### config.mk
export PLATFORM = sky130hd
export DESIGN_NAME = mvna_fifo
export DESIGN_NICKNAME = d
export VERILOG_FILES = /design/src/hdl/mvna_pkg.sv /design/src/hdl/mvna_fifo.sv
export SDC_FILE = /design/constraint.sdc
export NUM_CORES = 1
export LEC_CHECK = 0
export BUFFER_PORTS_ARGS = -buffer_cell sky130_fd_sc_hd__buf_4
export CAP_MARGIN = 20
export CORE_MARGIN = 5
export CORE_UTILIZATION = 45
export DETAILED_ROUTE_END_ITERATION = 10
export PLACE_DENSITY = 0.68
export SYNTH_ARGS = -nofsm -noshare
export SYNTH_HDL_FRONTEND = slang
export SYNTH_SLANG_ARGS = --single-unit
### constraint.sdc
create_clock -name clk -period 13.5 [get_ports clk]
set_clock_uncertainty 0.1 [all_clocks]
set_input_delay 3.375 -clock clk [delete_from_list [all_inputs] [get_ports clk]]
set_output_delay 3.375 -clock clk [all_outputs]
set_load 0.01 [all_outputs]
### src/hdl/mvna_pkg.sv
// Shared types and constants for the mesh vertex normal accumulator.
package mvna_pkg;

  localparam int VERTEX_DEPTH_DEF = 1024;
  localparam int SUM_WIDTH_DEF    = 24;
  localparam int IDX_W            = 10;
  localparam int POS_W            = 32;
  localparam int NORM_W           = 16;
  localparam int ONE_Q14          = 16384;
  localparam int Q_DEPTH          = 4;

  typedef enum logic [1:0] {
    KIND_WRITE = 2'd0,
    KIND_TRI   = 2'd1,
    KIND_QUERY = 2'd2
  } kind_t;

  typedef enum logic [2:0] {
    OP_NOP   = 3'd0,
    OP_FLAG  = 3'd1,
    OP_WRITE = 3'd2,
    OP_TRI   = 3'd3,
    OP_QUERY = 3'd4
  } op_code_t;

  typedef struct packed {
    op_code_t                 op;
    logic [IDX_W-1:0]         a;
    logic [IDX_W-1:0]         b;
    logic [IDX_W-1:0]         c;
    logic signed [POS_W-1:0]  x;
    logic signed [POS_W-1:0]  y;
    logic signed [POS_W-1:0]  z;
  } op_t;

  typedef struct packed {
    logic push;
    op_t  item;
  } q_wr_t;

  typedef struct packed {
    logic full;
    logic empty;
  } fifo_stat_t;

endpackage

### src/hdl/mvna_fifo.sv
// Short op queue between the front end and the back end.
module mvna_fifo (
  input  logic                 clk,
  input  logic                 rst,
  input  mvna_pkg::q_wr_t      wr,
  input  logic                 pop,
  output mvna_pkg::op_t        head,
  output mvna_pkg::fifo_stat_t stat
);
  import mvna_pkg::*;

  localparam int PW = $clog2(Q_DEPTH);

  op_t             mem [Q_DEPTH];
  logic [PW-1:0]   wptr, rptr;
  logic [PW:0]     count;

  assign head       = mem[rptr];
  assign stat.full  = count == (PW + 1)'(Q_DEPTH);
  assign stat.empty = count == '0;

  always_ff @(posedge clk) begin
    if (wr.push) begin
      mem[wptr] <= wr.item;
    end
    if (rst) begin
      wptr  <= '0;
      rptr  <= '0;
      count <= '0;
    end else begin
      if (wr.push) begin
        wptr <= (wptr == PW'(Q_DEPTH - 1)) ? '0 : wptr + 1'b1;
      end
      if (pop) begin
        rptr <= (rptr == PW'(Q_DEPTH - 1)) ? '0 : rptr + 1'b1;
      end
      count <= count + (PW + 1)'(wr.push) - (PW + 1)'(pop);
    end
  end
endmodule

==> reports/metrics.csv <==
stage,metric,value,unit
worst_setup_path,cp_slowest_cell,buf_4,
worst_setup_path,endpoint_kind,output port,
cts,htreeDepth,2,
cts,cts.repair.resized,0,
placement,portBuffers,263,
floorplan,die_h,216,um
cts,root_buffer,clkbuf_16,
worst_setup_path,crit_family,buffers and inverters,
sta,period_share,50.5,%
layout,syn_to_final_growth,22.1,%
worst_setup_path,cpPeakStageDelay,0.72,ns
drt,drc,0,
power_and_ir_drop,power.switching,755,uW
cts,ctsHoldBuffers,0,
power_and_ir_drop,p_leak,7.82,nW
drt,first_iter_violations,597,
drt,routedWlPerCell,22.8,um
job,drv_cap,0,
drt,via_per_inst,5.30,
layout,nets,1159,
global_route,grt_pass1_wl,56400,um
power_and_ir_drop,internal_power,2.87,mW
worst_setup_path,r2r-end,mem[3][114],
synthesis,seq_area_frac_synth,82.2,%
worst_setup_path,critPathKind,flip-flop to output port,
hold_path,worstHoldStart,rptr[0],
cts,numCtsBuffers,52,
cts,post-cts-setup-buffer-count,0,
sta,report.final.slew_viol_count,0,
synthesis,yosysWarnings,0,
sta,rsz0062_at_grt,no,
worst_setup_path,cpMostUsedCell,buf_4,
placement,place_congestion,0.726,
sta,relSlewSlack,30.7,%
global_route,grt_max_degree,67,
power_and_ir_drop,peakVddDrop,0.109,mV
drt,via_count,8476,
layout,fin_area,23300,um^2
layout,instances_no_fill,1600,
hold_path,hold_depth,2,
worst_setup_path,cp_max_fo,35,
sta,fmax,147,MHz
global_route,antenna_found_initial,0,
cts,clk_pin_slew_worst_paths,0.06,ns
placement,dp_cells,1503,
cts,clk_path_buf_depth,3,
floorplan,coreArea,41900,um^2
power_and_ir_drop,p_seq_share,51.9,%
cts,cts_tree,done,
cts,insertion_delay,0.56,ns
worst_setup_path,worst_setup_path_start_kind,flip-flop,
layout,drive_gt1_share,45.7,%
synthesis,syn_inst,716,
drt,routed_wl,36500,um
power_and_ir_drop,pwr_density_cell,156,nW/um^2
synthesis,syn-cell-area,19100,um^2
sta,worst_pin_slew,1.04,ns
sta,period_minus_slack,6.81,ns
synthesis,synth-edff-count,516,
placement,dp_hpwl,21800,um
worst_setup_path,crit_required,10.02,ns
hold_path,hp-class,flip-flop to flip-flop,
global_route,grt_use_total,15.6,%
global_route,grt_overflow,0,
sta,setup_viol,0,
synthesis,synth_ff_type,edfxtp_1,
floorplan,start_util,45.5,%
status,status,completed,
synthesis,yosysUniqueCellTypes,20,
synthesis,ys_ff_latch,525,
floorplan,die_area,46600,um^2
global_route,grt_pass1_vias,9164,
power_and_ir_drop,clkPwrFrac,39.0,%
synthesis,avgSynthCellArea,26.6,um^2
cts,clock-sinks,525,
drt,first_pass_iters,4,
worst_setup_path,cp_cell_sequence,buf_4 -> buf_4 -> mux4_2 -> buf_4,
sta,hold_viol,0,
floorplan,io_pins,264,
worst_setup_path,r2r_start,wptr[0],
placement,place_area,21600,um^2
floorplan,die_w,216,um
power_and_ir_drop,combPwrFrac,9.1,%
layout,antenna_cells,0,
power_and_ir_drop,p_sw_share,20.8,%
sta,fin_setup_tns,0,ns
worst_setup_path,rr_worst_depth,3,
worst_setup_path,rrSetupSlack,11.23,ns
synthesis,synth_async_sr_flop_share,0,%
drt,ant_nets,0,
worst_setup_path,cp.arrival,3.34,ns
floorplan,rows,75,
worst_setup_path,path_buf_inv,3,
synthesis,syn_nets,857,
## flip-flops by register name (all words and copies together) (netlist names), named ones only
name   count
rptr       2
mem      516
count      3
wptr       2
## cells in the mapped netlist (2+ instances only)
cell type | count | share of area [%]
edfxtp_1 | 516 | 81
mux4_2 | 129 | 15
buf_6 | 13 | 0.77
buf_2 | 9 | 0.24
dfxtp_1 | 9 | 0.94
ha_1 | 7 | 0.46
inv_1 | 6 | 0.12
and2_1 | 4 | 0.13
clkbuf_1 | 4 | 0.079
nor2_1 | 3 | 0.059
a21oi_1 | 2 | 0.052
buf_4 | 2 | 0.079
mux2i_1 | 2 | 0.10
nand2b_1 | 2 | 0.066
nor2b_1 | 2 | 0.066
or3b_2 | 2 | 0.092
## metal layers
layer	share of wire (%)	vias to the layer above	wire length, um	track usage [%]
li1	-	3711	-	-
met1	41	4453	14800	21.1
met2	49	266	17900	24.5
met3	8.5	46	3100	5.16
met4	2.0	0	740	4.77
met5	0	-	0	0
## worst reg2reg max path, delay by kind of cell (launching register included)
kind          cells  cell delay (ns)
fa+ha+maj         1             0.20
simple gates      1             0.30
buf+inv           1             0.74
flops             1             0.40
## cell usage in the layout (no fill, tap or decap)
cell type,synthesis,layout
dfxtp_1,9,7
or3b_2,2,2
buf_4,2,276
nor2b_1,2,2
nand2b_1,2,2
and3_1,1,1
and2_4,0,4
mux2i_1,2,2
edfxtp_1,516,516
a21oi_1,2,2
ha_1,7,7
nor3_1,1,1
clkinvlp_4,0,3
xor3_1,1,1
fa_1,1,1
clkinv_1,0,11
clkinv_2,0,8
dfxtp_4,0,2
inv_1,6,6
inv_6,0,2
bufinv_16,0,6
clkbuf_16,0,53
mux4_2,129,129
clkbuf_1,4,14
nor2_1,3,3
## worst max-delay path by stage
stage	startpoint	end	slack (ns)	cells after the start
after CTS	flip-flop	head[95]	6.48	4
after global routing	flip-flop	head[108]	6.33	4
after floorplan	wr[129]	mem[0][0]	6.57	1
final	flip-flop	head[104]	6.69	4
after global placement	flip-flop	head[95]	7.15	4
after detailed placement	flip-flop	head[95]	7.11	4
## area by class of cell
cell class	count	area, um^2
Inverter	6	22.5
Clock inverter	30	302
Clock buffer	67	1380
Timing Repair Buffer	276	2070
Sequential cell	525	15700
Fill cell	3094	18600
Multi-Input combinational cell	157	3170
Tap cell	539	674
## through the flow
stage	util [%]	setup WS [ns]	hold slack (ns)	power (mW)
after global routing	55.5	6.33	0.457	3.77
after detailed placement	51.5	7.11	0.393	2.25
final	55.5	6.69	0.404	3.62
after floorplan	-	6.57	0.369	2.09
after global placement	51.5	7.15	0.385	2.25
after CTS	55.5	6.48	0.406	3.67
## power groups by stage
stage,Clock [mW],Combinational [mW],Sequential (mW)
floorplan,0,0.175,1.91
global placement,0,0.334,1.91
detailed placement,0,0.339,1.92
CTS,1.45,0.341,1.88
global route,1.52,0.359,1.88
finish,1.41,0.331,1.88
## cell families (layout without fill, tap and decap cells)
family,after synthesis,after routing,synth area share (%)
AND/OR/NAND/NOR,15,15,0.472
flip-flops,525,525,82.2
buffers and inverters,34,379,1.28
XOR/XNOR,1,1,0.125
adder cells (fa/ha/maj),8,8,0.564
AO/OA/AOI/OAI,2,2,0.0525
multiplexers,131,131,15.3
Power figures use the tool's default switching activity.
